File: config.mk
export PLATFORM = sky130hd
export DESIGN_NAME = three_channel_echo_ranger_core
export DESIGN_NICKNAME = d
export VERILOG_FILES = /design/src/hw/rtl/ecr_pkg.sv /design/src/hw/rtl/three_channel_echo_ranger_core.sv /design/src/hw/rtl/ecr_div.sv
export VERILOG_INCLUDE_DIRS = /design/src /design/src/hw/rtl
export SDC_FILE = /design/constraint.sdc
export NUM_CORES = 1
export LEC_CHECK = 0
export BUFFER_PORTS_ARGS = -buffer_cell sky130_fd_sc_hd__buf_2
export CAP_MARGIN = 20
export CORE_MARGIN = 1.5
export CORE_UTILIZATION = 35
export CTS_CLUSTER_DIAMETER = 80
export DETAILED_ROUTE_END_ITERATION = 7
export HOLD_SLACK_MARGIN = 0.02
export PLACE_DENSITY_LB_ADDON = 0.3
export SYNTH_ARGS = -nofsm -noshare
export SYNTH_HDL_FRONTEND = slang
export SYNTH_SLANG_ARGS = --single-unit
export TNS_END_PERCENT = 5
File: constraint.sdc
create_clock -name clk -period 8.35 [get_ports clk]
set_clock_uncertainty 0.05 [all_clocks]
set_input_delay 1.67 -clock clk [delete_from_list [all_inputs] [get_ports clk]]
set_output_delay 1.67 -clock clk [all_outputs]
set_load 0.02 [all_outputs]
File: src/hw/rtl/assert_macros.svh
// Assertion macros shared by the ranger RTL.
// Needs a clk and an arst_n signal in the scope where a macro is used.
`ifndef ASSERT_MACROS_SVH
`define ASSERT_MACROS_SVH

// Checked property, off while reset is asserted
`define ECR_ASSERT(lbl, prop, msg) \
	lbl: assert property (@(posedge clk) disable iff (!arst_n) prop) else $error(msg);

// Checked property, also during reset
`define ECR_ASSERT_ALWAYS(lbl, prop, msg) \
	lbl: assert property (@(posedge clk) prop) else $error(msg);

`endif

File: src/hw/rtl/ecr_pkg.sv
// Types and constants of the three-channel echo ranger.
// No dependencies; used by ecr_div and three_channel_echo_ranger_core.
package ecr_pkg;

	// channel count is fixed by the payload fields
	localparam int CHANNELS = 3;
	localparam int CH_W     = 2;

	// shared divider divisor width (covers 5844 and ticks_per_us)
	localparam int DEN_W    = 13;

	// distance scale: us * 1000 / 5844, saturated at 65535
	localparam int DIST_W       = 16;
	localparam int SCALE_NUM    = 1000;
	localparam int SCALE_DEN    = 5844;
	localparam int US_W         = 19;
	localparam int US_SAT       = ((65536 * SCALE_DEN) + SCALE_NUM - 1) / SCALE_NUM;
	localparam int PROD_W       = US_W + 10;
	localparam logic [DIST_W-1:0] DIST_MAX = '1;

	// configuration registers
	localparam int TPU_W      = 10;
	localparam int TMO_W      = 32;
	localparam int PADDR_W    = 3;
	localparam logic REG_TPU  = 1'b0;
	localparam logic REG_TMO  = 1'b1;
	localparam logic [TPU_W-1:0] TPU_RESET = 10'd200;
	localparam logic [TMO_W-1:0] TMO_RESET = 32'd200000000;

	// input operation codes
	localparam logic OP_START = 1'b0;
	localparam logic OP_TICK  = 1'b1;

	typedef struct packed {
		logic op;
		logic echo_front;
		logic echo_back;
		logic echo_top;
	} ecr_in_t;

	typedef struct packed {
		logic [DIST_W-1:0] distance_front;
		logic [DIST_W-1:0] distance_back;
		logic [DIST_W-1:0] distance_top;
		logic              timed_out;
	} ecr_out_t;

	typedef enum logic [2:0] {
		ST_RUN,
		ST_US_GO,
		ST_US_WAIT,
		ST_MM_GO,
		ST_MM_WAIT,
		ST_FLUSH
	} ecr_state_t;

endpackage

File: src/hw/rtl/three_channel_echo_ranger_core.sv
// A timeout result is staged at its tick, a completed one after two divisions per channel
// on the shared W-bit divider (W = max(COUNTER_BITS, 32)), the second skipped when the us
// value saturates; either result then waits in ST_FLUSH until the output register is free.
// Throughput: one tick per cycle while measuring; no input is taken during conversion or flush.
// Reset: registers to reset values (ticks_per_us 200, timeout 200000000), idle, no result.
// Depends on ecr_pkg, ecr_div and assert_macros.svh.
`include "assert_macros.svh"
module three_channel_echo_ranger_core #(
	parameter int COUNTER_BITS = 32
) (
	input  logic                          clk,
	input  logic                          arst_n,
	input  logic                          in_valid,
	output logic                          in_ready,
	input  ecr_pkg::ecr_in_t              in_data,
	output logic                          out_valid,
	input  logic                          out_ready,
	output ecr_pkg::ecr_out_t             out_data,
	input  logic                          psel,
	input  logic                          penable,
	input  logic                          pwrite,
	input  logic [ecr_pkg::PADDR_W-1:0]   paddr,
	input  logic [31:0]                   pwdata,
	output logic [31:0]                   prdata,
	output logic                          pready
);
	import ecr_pkg::*;

	localparam int CW = (COUNTER_BITS > 32) ? COUNTER_BITS : 32;

	// config registers
	logic [TPU_W-1:0] tpu_q;
	logic [TMO_W-1:0] tmo_q;

	// measurement state
	logic [COUNTER_BITS-1:0] tick_q;
	logic [COUNTER_BITS-1:0] start_q [CHANNELS];
	logic [COUNTER_BITS-1:0] width_q [CHANNELS];
	logic [CHANNELS-1:0]     started_q;
	logic [CHANNELS-1:0]     done_q;
	logic                    measuring_q;

	// conversion and result staging
	ecr_state_t        state_q, state_d;
	logic [CH_W-1:0]   ch_q;
	logic [DIST_W-1:0] dist_q [CHANNELS];
	logic              to_q;
	logic              out_valid_q;
	ecr_out_t          out_data_q;

	// sequencer outputs
	logic div_start, div_mm, out_load;

	// tick evaluation
	logic                in_xfer;
	logic [CHANNELS-1:0] lvl;
	logic [CHANNELS-1:0] started_nx, done_nx;
	logic                tick_act, fin_ok, fin_to, last_ch;

	// divider hookup
	logic [CW-1:0]     div_dividend;
	logic [DEN_W-1:0]  div_divisor;
	logic              div_busy, div_done;
	logic [CW-1:0]     div_quo;
	logic              us_sat;
	logic [PROD_W-1:0] us_prod;
	logic [TPU_W-1:0]  tpu_eff;

	assign in_xfer  = in_valid && in_ready;
	assign lvl      = {in_data.echo_top, in_data.echo_back, in_data.echo_front};
	assign tick_act = (in_data.op == OP_TICK) && measuring_q;
	assign last_ch  = ch_q == CH_W'(CHANNELS - 1);

	// next channel flags for the current tick
	always_comb begin
		for (int c = 0; c < CHANNELS; c++) begin
			started_nx[c] = started_q[c] || lvl[c];
			done_nx[c]    = done_q[c] || (started_q[c] && !lvl[c]);
		end
	end

	// completion wins over timeout on the same tick
	assign fin_ok = tick_act && (&done_nx);
	assign fin_to = tick_act && !(&done_nx) && (CW'(tick_q) > CW'(tmo_q));

	// APB config port
	always_ff @(posedge clk or negedge arst_n) begin
		if (!arst_n) begin
			tpu_q <= TPU_RESET;
			tmo_q <= TMO_RESET;
		end else if (psel && penable && pwrite) begin
			case (paddr[2])
				REG_TPU: tpu_q <= pwdata[TPU_W-1:0];
				REG_TMO: tmo_q <= pwdata[TMO_W-1:0];
				default: ;
			endcase
		end
	end

	always_comb begin
		case (paddr[2])
			REG_TPU: prdata = {{(32 - TPU_W){1'b0}}, tpu_q};
			REG_TMO: prdata = tmo_q;
			default: prdata = '0;
		endcase
	end

	assign pready = 1'b1;

	// measurement control: counter and per-channel flags
	always_ff @(posedge clk or negedge arst_n) begin
		if (!arst_n) begin
			tick_q      <= '0;
			started_q   <= '0;
			done_q      <= '0;
			measuring_q <= 1'b0;
		end else if (in_xfer) begin
			if (in_data.op == OP_START) begin
				tick_q      <= '0;
				started_q   <= '0;
				done_q      <= '0;
				measuring_q <= 1'b1;
			end else if (measuring_q) begin
				started_q <= started_nx;
				done_q    <= done_nx;
				if (fin_ok || fin_to) begin
					measuring_q <= 1'b0;
				end else if (tick_q != '1) begin
					tick_q <= tick_q + 1'b1;
				end
			end
		end
	end

	// start ticks and captured widths
	always_ff @(posedge clk) begin
		if (in_xfer && tick_act) begin
			for (int c = 0; c < CHANNELS; c++) begin
				if (!started_q[c] && lvl[c]) begin
					start_q[c] <= tick_q;
				end
				if (started_q[c] && !done_q[c] && !lvl[c]) begin
					width_q[c] <= tick_q - start_q[c];
				end
			end
		end
	end

	// divider operands: width / ticks_per_us, then us * 1000 / 5844
	assign tpu_eff      = (tpu_q == '0) ? TPU_W'(1) : tpu_q;
	assign us_prod      = PROD_W'(div_quo[US_W-1:0]) * PROD_W'(SCALE_NUM);
	assign us_sat       = div_quo >= CW'(US_SAT);
	assign div_dividend = div_mm ? CW'(us_prod) : CW'(width_q[ch_q]);
	assign div_divisor  = div_mm ? DEN_W'(SCALE_DEN) : DEN_W'(tpu_eff);

	ecr_div #(
		.DW(CW),
		.VW(DEN_W)
	) u_div (
		.clk      (clk),
		.arst_n   (arst_n),
		.start    (div_start),
		.dividend (div_dividend),
		.divisor  (div_divisor),
		.busy     (div_busy),
		.done     (div_done),
		.quotient (div_quo)
	);

	// sequencer state register
	always_ff @(posedge clk or negedge arst_n) begin
		if (!arst_n) begin
			state_q <= ST_RUN;
		end else begin
			state_q <= state_d;
		end
	end

	// sequencer next state and controls
	always_comb begin
		state_d   = state_q;
		in_ready  = 1'b0;
		div_start = 1'b0;
		div_mm    = 1'b0;
		out_load  = 1'b0;
		case (state_q)
			ST_RUN: begin
				in_ready = 1'b1;
				if (in_valid && fin_ok) begin
					state_d = ST_US_GO;
				end else if (in_valid && fin_to) begin
					state_d = ST_FLUSH;
				end
			end
			ST_US_GO: begin
				div_start = 1'b1;
				state_d   = ST_US_WAIT;
			end
			ST_US_WAIT: begin
				if (div_done) begin
					if (!us_sat) begin
						state_d = ST_MM_GO;
					end else if (last_ch) begin
						state_d = ST_FLUSH;
					end else begin
						state_d = ST_US_GO;
					end
				end
			end
			ST_MM_GO: begin
				div_start = 1'b1;
				div_mm    = 1'b1;
				state_d   = ST_MM_WAIT;
			end
			ST_MM_WAIT: begin
				div_mm = 1'b1;
				if (div_done) begin
					state_d = last_ch ? ST_FLUSH : ST_US_GO;
				end
			end
			ST_FLUSH: begin
				if (!out_valid_q || out_ready) begin
					out_load = 1'b1;
					state_d  = ST_RUN;
				end
			end
			default: state_d = ST_RUN;
		endcase
	end

	// channel pointer
	always_ff @(posedge clk or negedge arst_n) begin
		if (!arst_n) begin
			ch_q <= '0;
		end else if (state_q == ST_RUN) begin
			ch_q <= '0;
		end else if (div_done && !last_ch &&
				((state_q == ST_US_WAIT && us_sat) || state_q == ST_MM_WAIT)) begin
			ch_q <= ch_q + 1'b1;
		end
	end

	// staged distances
	always_ff @(posedge clk) begin
		if (in_xfer && fin_to) begin
			for (int c = 0; c < CHANNELS; c++) begin
				dist_q[c] <= DIST_MAX;
			end
			to_q <= 1'b1;
		end else if (in_xfer && fin_ok) begin
			to_q <= 1'b0;
		end else if (div_done && state_q == ST_US_WAIT && us_sat) begin
			dist_q[ch_q] <= DIST_MAX;
		end else if (div_done && state_q == ST_MM_WAIT) begin
			dist_q[ch_q] <= div_quo[DIST_W-1:0];
		end
	end

	// output register
	always_ff @(posedge clk or negedge arst_n) begin
		if (!arst_n) begin
			out_valid_q <= 1'b0;
		end else if (out_load) begin
			out_valid_q <= 1'b1;
		end else if (out_ready) begin
			out_valid_q <= 1'b0;
		end
	end

	always_ff @(posedge clk) begin
		if (out_load) begin
			out_data_q.distance_front <= dist_q[0];
			out_data_q.distance_back  <= dist_q[1];
			out_data_q.distance_top   <= dist_q[2];
			out_data_q.timed_out      <= to_q;
		end
	end

	assign out_valid = out_valid_q;
	assign out_data  = out_data_q;

	// checks
	`ECR_ASSERT(a_div_idle_on_start, div_start |-> !div_busy, "divider restarted while busy")
	`ECR_ASSERT(a_done_needs_start, (done_q & ~started_q) == '0, "channel done without start")
	`ECR_ASSERT(a_flush_holds, (state_q == ST_FLUSH && out_valid_q && !out_ready) |=> state_q == ST_FLUSH, "result dropped while output full")
	`ECR_ASSERT(a_timeout_sat, (out_valid_q && out_data_q.timed_out) |-> (out_data_q.distance_front == DIST_MAX && out_data_q.distance_back == DIST_MAX && out_data_q.distance_top == DIST_MAX), "timeout result not saturated")
	`ECR_ASSERT_ALWAYS(a_idle_divider, (state_q == ST_RUN || state_q == ST_FLUSH) |-> !div_busy, "divider busy outside conversion")

endmodule

File: src/hw/rtl/ecr_div.sv
// Restoring divider, one quotient bit per cycle, shared by all conversions.
// Depends on ecr_pkg.
module ecr_div #(
	parameter int DW = 32,
	parameter int VW = 13
) (
	input  logic          clk,
	input  logic          arst_n,
	input  logic          start,
	input  logic [DW-1:0] dividend,
	input  logic [VW-1:0] divisor,
	output logic          busy,
	output logic          done,
	output logic [DW-1:0] quotient
);
	import ecr_pkg::*;

	localparam int CNT_W = $clog2(DW + 1);

	logic [CNT_W-1:0] cnt_q;
	logic             done_q;
	logic [VW-1:0]    rem_q;
	logic [VW-1:0]    den_q;
	logic [DW-1:0]    quo_q;
	logic [VW:0]      rem_sh;
	logic             ge;
	logic [VW:0]      rem_sub;

	// one restoring step
	assign rem_sh  = {rem_q, quo_q[DW-1]};
	assign ge      = rem_sh >= {1'b0, den_q};
	assign rem_sub = rem_sh - {1'b0, den_q};

	// control: bit counter and done pulse
	always_ff @(posedge clk or negedge arst_n) begin
		if (!arst_n) begin
			cnt_q  <= '0;
			done_q <= 1'b0;
		end else begin
			done_q <= 1'b0;
			if (start) begin
				cnt_q <= CNT_W'(DW);
			end else if (cnt_q != '0) begin
				cnt_q <= cnt_q - 1'b1;
				if (cnt_q == CNT_W'(1)) begin
					done_q <= 1'b1;
				end
			end
		end
	end

	// datapath: remainder and quotient shift register
	always_ff @(posedge clk) begin
		if (start) begin
			rem_q <= '0;
			den_q <= divisor;
			quo_q <= dividend;
		end else if (cnt_q != '0) begin
			rem_q <= ge ? rem_sub[VW-1:0] : rem_sh[VW-1:0];
			quo_q <= {quo_q[DW-2:0], ge};
		end
	end

	assign busy     = cnt_q != '0;
	assign done     = done_q;
	assign quotient = quo_q;

endmodule

# [Word level (Yosys, flattened, before mapping)]
# Memory sizes are Yosys's and may differ from the RTL's. A register that Yosys moved wholly into a read port is not among the register bits.
# Cells that the tools add are included.
[classes] add_sub_neg=7 n_mul=1 n_lt_le_gt_ge=3 n_eq_ne=15 n_mux=73 bitwise_logic=2 reduce_logical=67
[op_table] op="32-bit two-way mux" n=7
[op_table] op="32-bit subtractor" n=3
[op_table] op="32-bit case mux with 2 select lines" n=1
[op_table] op="1-bit two-way mux" n=43
[op_table] op="3-bit two-way mux" n=11
[op_table] op="32-bit by 1-bit adder with 32-bit output (second input constant)" n=1
[op_table] op="32-bit by 19-bit >= comparator with 1-bit output (second input constant)" n=1
[op_table] op="32-bit > comparator" n=1
[op_table] op="16-bit two-way mux" n=2
[op_table] op="32-bit inequality test (second input constant)" n=1
[op_table] op="1-bit logical AND" n=30
[op_table] op="19-bit by 7-bit multiplier with 26-bit output (second input constant)" n=1
[op_table] op="13-bit two-way mux" n=2
[op_table] op="3-bit case mux with 6 select lines" n=1
[op_table] op="16-bit OR reduction" n=1
[op_table] op="14-bit by 13-bit >= comparator with 1-bit output" n=1
[op_table] op="13-bit subtractor" n=1
[op_table] op="1-bit zero test" n=12
[op_table] op="6-bit two-way mux" n=2
[op_table] op="10-bit zero test" n=1
[op_table] op="10-bit two-way mux" n=1
[op_table] op="1-bit logical OR" n=9
[op_table] op="2-bit by 1-bit inequality test with 1-bit output (second input constant)" n=4
[op_table] op="4-bit AND reduction" n=2
[op_table] op="other kinds (18)" n=29
[totals] regBits=154 mem_bits_rw=240 n_memories=3
[mem_list] name="start_q" words=3 width=32 read_ports=3 rd_clocked_by_memory_dff=0 wr=3 line="three_channel_echo_ranger_core.sv:37" source="logic [COUNTER_BITS-1:0] start_q [CHANNELS];"
[mem_list] name="width_q" words=3 width=32 read_ports=1 rd_clocked_by_memory_dff=0 wr=3 line="three_channel_echo_ranger_core.sv:38" source="logic [COUNTER_BITS-1:0] width_q [CHANNELS];"
[mem_list] name="dist_q" words=3 width=16 read_ports=3 rd_clocked_by_memory_dff=3 wr=3 line="three_channel_echo_ranger_core.sv:46" source="logic [DIST_W-1:0] dist_q [CHANNELS];"

# [Logic depth before layout (Yosys ltp)]
# Gate-level depths: netlist of run 1.
[depth] depth_word=13 ltp_mapped=19 mapped_depth_nobuf=19

# [By module]
# Synthesis of run 1 repeated with hierarchy kept, for this count alone.
[hier_totals] cells_unflattened=2435 area_unflattened_um2=26833.2
[by_module_without_submodules] mod="three_channel_echo_ranger_core" n_inst=1 cells_each=2134 area_per_inst_um2=23317.4
[by_module_without_submodules] mod="ecr_div" n_inst=1 cells_each=301 area_per_inst_um2=3515.9

# [Worst setup path before layout of run 1]
# No wires, ideal clock.
[synth_path] path_type="input port to flip-flop" from="input port in_valid" to="memory width_q[0][0] (enable)" setup_ns=0.468 arrival_ns=4.355 required_ns=7.832 path_slack_ns=3.477 cell_stages=2 n_path_buf=0 path_cell_list="nand4_1 > nor3b_1"
[synth_lines] element="start: declaration" line="three_channel_echo_ranger_core.sv:13" source="input logic in_valid,"
[synth_lines] element="end: declaration" line="three_channel_echo_ranger_core.sv:38"

# [Final worst setup path of run 1]
[layout_path] from="register u_div.quo_q[5] (netlist: u_div.quotient[5])" to="register u_div.quo_q[27] (netlist: u_div.quotient[27]), data pin"
[layout_via] elab_chain_cells=3
[layout_rtl] element="start: declaration" line="ecr_div.sv:24" source="logic [DW-1:0] quo_q;"
[layout_rtl] element="start signal: assignment" line="ecr_div.sv:57" source="quo_q <= dividend;"
[layout_rtl] element="start signal: assignment" line="ecr_div.sv:60" source="quo_q <= {quo_q[DW-2:0], ge};"
[layout_rtl] element="19-bit by 7-bit multiplier with 26-bit output" line="three_channel_echo_ranger_core.sv:151" source="assign us_prod = PROD_W'(div_quo[US_W-1:0]) * PROD_W'(SCALE_NUM);"
[layout_rtl] element="32-bit two-way mux" line="three_channel_echo_ranger_core.sv:153" source="assign div_dividend = div_mm ? CW'(us_prod) : CW'(width_q[ch_q]);"
[layout_rtl] element="32-bit two-way mux" line="ecr_div.sv:54" source="if (start) begin"
# No other way between the ends.
# A chain may end at the register's enable or synchronous reset.

==> metrics list, run 1 <==
* Class of the tightest hold or removal check: flop to flop
- Wire length reported by the detailed router: between 60,000 and 70,000 um
- TritonCTS clock tree: yes
* Maximum number of buffers from clock root to sink: 3
- Reg area: roughly 13,000 um^2
- Dividing the final minimum period by the clock period gives 0.643.
- Number of buffers created by CTS: 50
- Combined area of the multi-input logic cells: roughly 12,000 um^2
* Detailed Place HPWL: 45,400 um
* Slew at the pin with the worst max-slew slack: 1080 ps
* Post-CTS repair timing setup buffer count: 0
* Category of the worst setup path launch point: flop
* Post-synth EDFFs: around 330
* Maximum number of pins on one net before global-route repair: 67
- The number of hold buffers added after CTS was 0.
- In the final timing run, aggregate negative setup slack is 0 ps.
* Final Max Slew Viols: 0
- Count of routing violations after the opening detailed-route iteration: between 1k and 1.5k
- The first TritonRoute pass finished after 5 iterations.
- The first global-routing pass estimated between 90,000 and 100,000 um of wire.
- Synthesis produced a netlist whose cell count is around 2.4k.
* Final-report setup violation count: 0
* Vias in the first global route: ~18k
* Signal arrival time at the worst endpoint: 5610 ps
- Area of the die: 77,100 um^2
* Via count: 18.1k
- The initialized floorplan defines 100 standard-cell rows.
- The total area inside the core boundary comes to between 70,000 and 80,000 um^2.
- Gr usage total: 0.158
- Clock-pin slew was measured on the worst setup and hold paths at around 60 ps.
* DRC errors left: 0
* Inserted Diodes: 0
- Width of the chip: 278 um
- Clock root buffer: sky130_fd_sc_hd__clkbuf_16
- After detailed routing, the number of vias per cell comes to 5.09.
- Most common cell in the netlist: sky130_fd_sc_hd__edfxtp_1
- The critical path is of the flop to flop type.
* Final Hold Vio Count: 0
* Y dimension of the die: about 280 um
- For the worst-skew pair, the clock arrives at the later sink with an insertion delay of about 610 ps.
- The layout has between 7k and 8k filler cells.
- A synthesized cell averages roughly 11 um^2.
- Library cell occupying the most area in the post-synthesis netlist: sky130_fd_sc_hd__edfxtp_1
- The worst pin sits at a relative slew slack of 0.279.
* Clock sink count: between 400 and 500
- Post-route ant nets: 0
* Ys async rst share: 0.214
- At the end of routability-driven placement, the weighted congestion stood at between 0.8 and 0.9.
- Routed wire length per instance: 17.0 um
- In the final layout, the share of cells above drive strength 1 is 0.132.
- Setup repair after global routing missed its margin: no
* Overflow after GRT: 0
* Number of distinct library cell variants in the gate-level netlist after synthesis: between 80 and 90
- Initial Util: 0.354
- CTS built an H-tree with a depth of 2.
- The number of antenna violations at the first check in global routing came to 0.
- In this run the count of I/O pins placed on the die edge is 130.
* Largest driver fanout on the critical path: 9
- From synthesis to final layout, the design area changed by 12.8%.
- After layout, the minimum clock period comes to roughly 5400 ps.
* Post-cts repair resize count: 0
- In this run, synthesis produced a sequential element count of between 400 and 500.
- Input and output buffers added on the ports amount to approximately 130.
* CP Data Required Time: approximately 8600 ps
* Synthesis Warnings: 0
- Most used standard cells in the synthesized netlist: 332 x sky130_fd_sc_hd__edfxtp_1, 281 x sky130_fd_sc_hd__inv_1, 211 x sky130_fd_sc_hd__ha_1
- Final #Nets: about 2.9k
- Of the post-synthesis cell area, the dominant cell type holds 0.377.
* Dominant register cell in the synthesized netlist: sky130_fd_sc_hd__edfxtp_1
* Pre-CTS setup slack: 3020 ps
* Sort of element at the end of the critical path: flop
* Count of max-cap constraint violations: 0
* Max Clock Freq: 186 MHz
- The synthesized netlist occupies a cell area of 26,400 um^2.
- The run finished with clean final reports.
- Cell types occupying the most area after synthesis: sky130_fd_sc_hd__edfxtp_1 38%, sky130_fd_sc_hd__ha_1 10%, sky130_fd_sc_hd__dfrtp_1 7.5%, sky130_fd_sc_hd__fa_1 5.3%, sky130_fd_sc_hd__inv_1 4.0%
- Worst path setup slack after routing: 2980 ps
- Net count after synthesis: around 2.7k
* Sequential area share after synthesis: 0.478
kinds of logic after synthesis:
logic type | Yosys count | share of synthesized area
AOI/OAI and AO/OA | 568 | 0.137
xor gates and xnor gates | 102 | 0.0338
adders and majority gates | 281 | 0.153
buffers and inverters | 352 | 0.0511
DFF | 440 | 0.478
muxes | 95 | 0.0385
other | 1 | 0.000142
and+or+nand+nor | 577 | 0.108
path summary, 6_finish.rpt:
kind,end,cells past startpoint,slack (ps),startpoint
setup / recovery,u_div.quotient[27],16,2980,u_div.quotient[5]
hold / removal,out_data[7],0,360,dist_q[2][6]
setup reg to reg,u_div.quotient[27],16,2980,u_div.quotient[5]
hold reg to reg,out_data[7],0,360,dist_q[2][6]
max in group asynchronous,ch_q[0],2,6020,arst_n
min in group asynchronous,tick_q[18],1,930,arst_n
layout by cell type, fill, tap and decap left out, types with 44 or more instances in the layout:
master,instances
sky130_fd_sc_hd__o21ai_0,74
sky130_fd_sc_hd__edfxtp_1,332
sky130_fd_sc_hd__a21o_1,69
sky130_fd_sc_hd__fa_1,70
sky130_fd_sc_hd__o21ai_1,44
sky130_fd_sc_hd__nand2_1,114
sky130_fd_sc_hd__a21oi_1,188
sky130_fd_sc_hd__nor2_1,164
sky130_fd_sc_hd__xnor2_1,71
sky130_fd_sc_hd__dfrtp_1,77
sky130_fd_sc_hd__nand3_1,81
sky130_fd_sc_hd__clkbuf_16,50
sky130_fd_sc_hd__mux2_2,52
sky130_fd_sc_hd__inv_1,281
sky130_fd_sc_hd__ha_1,211
sky130_fd_sc_hd__buf_2,125
sequential cells by signal, indices dropped and copies added (netlist names):
name,cells
ch_q,2
dist_q,48
done_q,3
measuring_q,1
out_data,49
out_valid,1
start_q,96
started_q,3
state_q,3
tick_q,32
tmo_q,32
to_q,1
tpu_q,10
u_div.cnt_q,6
u_div.den_q,11
u_div.done,1
u_div.quotient,32
u_div.rem_q,13
width_q,96
layer usage:
layer | routed length (um) | part of all wire | GRT usage
met5 | 0 | 0 | 0
met4 | 1800 | 0.030 | 0.0544
met3 | 2720 | 0.045 | 0.0214
met2 | 27400 | 0.45 | 0.254
met1 | 28700 | 0.47 | 0.217
layout make-up:
type | count | share of cell area
sequential | 440 | 0.424
multi-input combinational | 1624 | 0.419
clock buffer | 54 | 0.0428
tap | 969 | 0.0407
inverter | 284 | 0.0358
timing repair buffer | 148 | 0.0268
clock inverter | 37 | 0.0108
through the flow:
stage	instances	hold WS, ps	cell area, um^2	utilization
global route	3556	377	29800	0.400
floorplan	2416	350	26400	-
finish	3556	364	29800	0.400
global placement	3465	357	28200	0.378
detailed placement	3465	355	28200	0.378
CTS	3556	368	29800	0.400
worst max-delay path, cell delays in order (launching register included):
cell	delay, ps
sky130_fd_sc_hd__edfxtp_1	440
sky130_fd_sc_hd__inv_1	350
sky130_fd_sc_hd__fa_1	520
sky130_fd_sc_hd__fa_1	560
sky130_fd_sc_hd__fa_1	450
sky130_fd_sc_hd__fa_1	530
sky130_fd_sc_hd__inv_1	50
sky130_fd_sc_hd__ha_1	350
sky130_fd_sc_hd__a21o_1	210
sky130_fd_sc_hd__a211o_1	240
sky130_fd_sc_hd__o211a_1	240
sky130_fd_sc_hd__o31a_1	280
sky130_fd_sc_hd__nor4_1	180
sky130_fd_sc_hd__nor3_1	120
sky130_fd_sc_hd__a21oi_1	180
sky130_fd_sc_hd__xor2_1	190
sky130_fd_sc_hd__a31oi_1	110
Power of run 1 is not shown: default switching activity piles up to over one toggle a cycle in this logic, so the estimate is an artifact.
==> run 2, diff against run 1 <==
clock period = 4.7 ns   (was 8.35 ns; I/O delays follow)
==> run 2 against run 1 <==
- the flow now finishes with violations (setup timing)
- largest cell class unchanged
- first-iteration DRC count down 2.9%
- setup slack got worse by 3200 ps
- sequential share of layout area shrank 0.98 points
- fmax grew 9.5%
==> metrics list, run 2 (same netlist as run 1, synthesis figures left out) <==
* Largest driver fanout on the critical path: 4
- The final reports fail on setup timing.
* Initial Util: 0.354
* Routed length on met2: around 28,000 um
* Sort of element at the end of the critical path: flop
- On the final layout, the worst hold slack is between 200 and 300 ps.
- Destination of the worst register-to-register timing path: u_div.quotient[27]
* Ratio of cells with drive above 1 in the final layout: 0.165
* Ordered cell list for the critical path: fa_1, fa_1, inv_2, fa_1, fa_1, inv_2, ha_4, a21o_1, a21oi_2, a21oi_2, o211a_1, o31a_1, nor4_2, nor3_2, a21oi_1, xor2_1, a31oi_1
- Inserted Diodes: 0
- Count of routing violations after the opening detailed-route iteration: about 1.3k
* Critical Path Slowest Stage Cell: sky130_fd_sc_hd__fa_1
- After clock tree synthesis, the clock-pin slew on the worst setup and hold paths is roughly 60 ps.
* Slew margin rel.: 0.357
* Worst path setup slack after routing: -202 ps
- For this block, wires on met1 add up to 29,700 um.
- The floorplan step defined a die boundary enclosing approximately 77,000 um^2.
* Detailed Place HPWL: 46,900 um
* CP Data Required Time: between 4000 and 5000 ps
- The H-tree generated during clock tree synthesis spans 2 levels.
- Class of the tightest hold or removal check: input port to asynchronous set/reset pin
- Most common cell after layout, fill and taps aside: sky130_fd_sc_hd__edfxtp_1
- The floorplan step set the die width to around 280 um.
- Average vias per placed instance: about 5.1
- Via count: about 19k
- Maximum number of buffers from clock root to sink: 3
* Y dimension of the die: ~280 um
* Slew at the pin with the worst max-slew slack: ~960 ps
* Period utilization: 1.04
- Maximum number of pins on one net before global-route repair: a little under 80
* Hold-fix buffer count after cts: 0
- The count of nets left with antenna violations once routing finished came out at 0.
- Setup repair after global routing could not meet its margin everywhere.
- Routed wire length per instance: 17.2 um
- In this run the top signal layer used is met4.
- Slack of the worst reg-to-reg path: -200 ps
- Final #Nets: slightly below 3k
- Wire length of the first global-routing pass: 99,700 um
- Setup total negative slack on the finished layout was measured at -544 ps.
- Grouping stages by cell kind, the critical path spends the most delay in adder cells.
* Clock sink count: 440
- Rows: 100
* TritonCTS clock tree: yes
- Commonest cells after routing, fill and taps aside: 332 x sky130_fd_sc_hd__edfxtp_1, 270 x sky130_fd_sc_hd__inv_1, 208 x sky130_fd_sc_hd__ha_1
- Routability-driven placement finished with a final weighted congestion of ~0.86.
- The via count of the first global-routing pass came to about 18k.
- Launching element of the worst setup path: u_div.quotient[1]
- Number of buffers created by CTS: 50
* Reg-to-Reg Start: u_div.quotient[1]
- Worst Path Buf+Inv: 2
- The worst register-to-register path has a depth of 17.
- For this run, the share of the core covered by cells in the final layout is 0.409.
- Critical path type: flop to flop
* Core ar.: 74,600 um^2
- Input/output buffers: about 130
- Clock latency on the worst-skew pair, taken at its later pin, is 600 ps.
- Number of gates on the worst path with buffers counted: 17
* Overflow after GRT: 0
* Count of max-cap constraint violations: 0
* Pre-CTS setup slack: -295 ps
* Category of the worst setup path launch point: flop
* Signal arrival time at the worst endpoint: a little over 5000 ps
- The pre-antenna-repair detailed-routing pass consisted of 6 iterations.
- The number of endpoints with negative hold slack in the final report is 0.
- Wire length reported by the detailed router: 62,500 um
* Largest incremental delay on the critical path: between 500 and 600 ps
- The flow ran to the end, but the final reports show violations.
* Most Frequent Cell on Critical Path: sky130_fd_sc_hd__fa_1
- Number of ports placed on the die boundary: 130
- Minimum clock period after layout: between 4000 and 5000 ps
- Setup violations remaining at the end of the flow were counted as 7.
* Clock root buffer: sky130_fd_sc_hd__clkbuf_16
- The number of antenna violations at the first check in global routing is 0.
* Synthesis-to-finish area growth: 15.5%
- Gr usage total: 0.160
* DRC errors left: 0
- Wire segments on met3 add up to approximately 2700 um in the final route.
* Final Max Slew Viols: 0
- Max Clock Freq: 204 MHz
## run 2: how the worst max path moves through the flow
stage | endpoint | slack [ps]
6_report | u_div.quotient[27] | -200
5_1_grt | u_div.quotient[27] | -440
4_1_cts | u_div.quotient[27] | -190
3_5_place_dp | u_div.quotient[26] | -290
3_3_place_gp | u_div.quotient[28] | -310
2_1_floorplan | u_div.quotient[27] | 20
## run 2: metal layers
layer	GRT usage	vias up
li1	-	9075
met1	0.222	8854
met2	0.259	494
met3	0.0192	101
met4	0.0563	0
met5	0	-
## run 2: final cells by class
type / count / area [um^2]
fillers: 7142 / 44100
clock inverters: 31 / 225
well taps: 969 / 1210
repair buffers: 235 / 1500
clock buffers: 60 / 1290
multi-input cells: 1624 / 12600
inverters: 284 / 1070
flip-flops and latches: 440 / 12600
## run 2: what timing repair did
action                                  4_1_cts  5_1_grt
gates resized for setup                       9        7
buffers inserted                              1        4
endpoints found under the setup margin       10       15
pin swaps                                     7        6
## run 2: worst register-to-register path, cell delays in order (launching register included)
cell and delay, ps:
sky130_fd_sc_hd__edfxtp_1 440, sky130_fd_sc_hd__fa_1 560, sky130_fd_sc_hd__fa_1 540, sky130_fd_sc_hd__inv_2 40
sky130_fd_sc_hd__fa_1 470, sky130_fd_sc_hd__fa_1 550, sky130_fd_sc_hd__inv_2 50, sky130_fd_sc_hd__ha_4 210
sky130_fd_sc_hd__a21o_1 190, sky130_fd_sc_hd__a21oi_2 170, sky130_fd_sc_hd__a21oi_2 90, sky130_fd_sc_hd__o211a_1 250
sky130_fd_sc_hd__o31a_1 280, sky130_fd_sc_hd__nor4_2 190, sky130_fd_sc_hd__nor3_2 100, sky130_fd_sc_hd__a21oi_1 190
sky130_fd_sc_hd__xor2_1 170, sky130_fd_sc_hd__a31oi_1 100
## run 2: per-stage QoR
step | instances | instance area, um^2
finish | 3643 | 30500
global route | 3643 | 30500
CTS | 3636 | 30400
detailed placement | 3544 | 28800
global placement | 3544 | 28800
floorplan | 2416 | 26400
Power of run 2 is left out for the same reason.
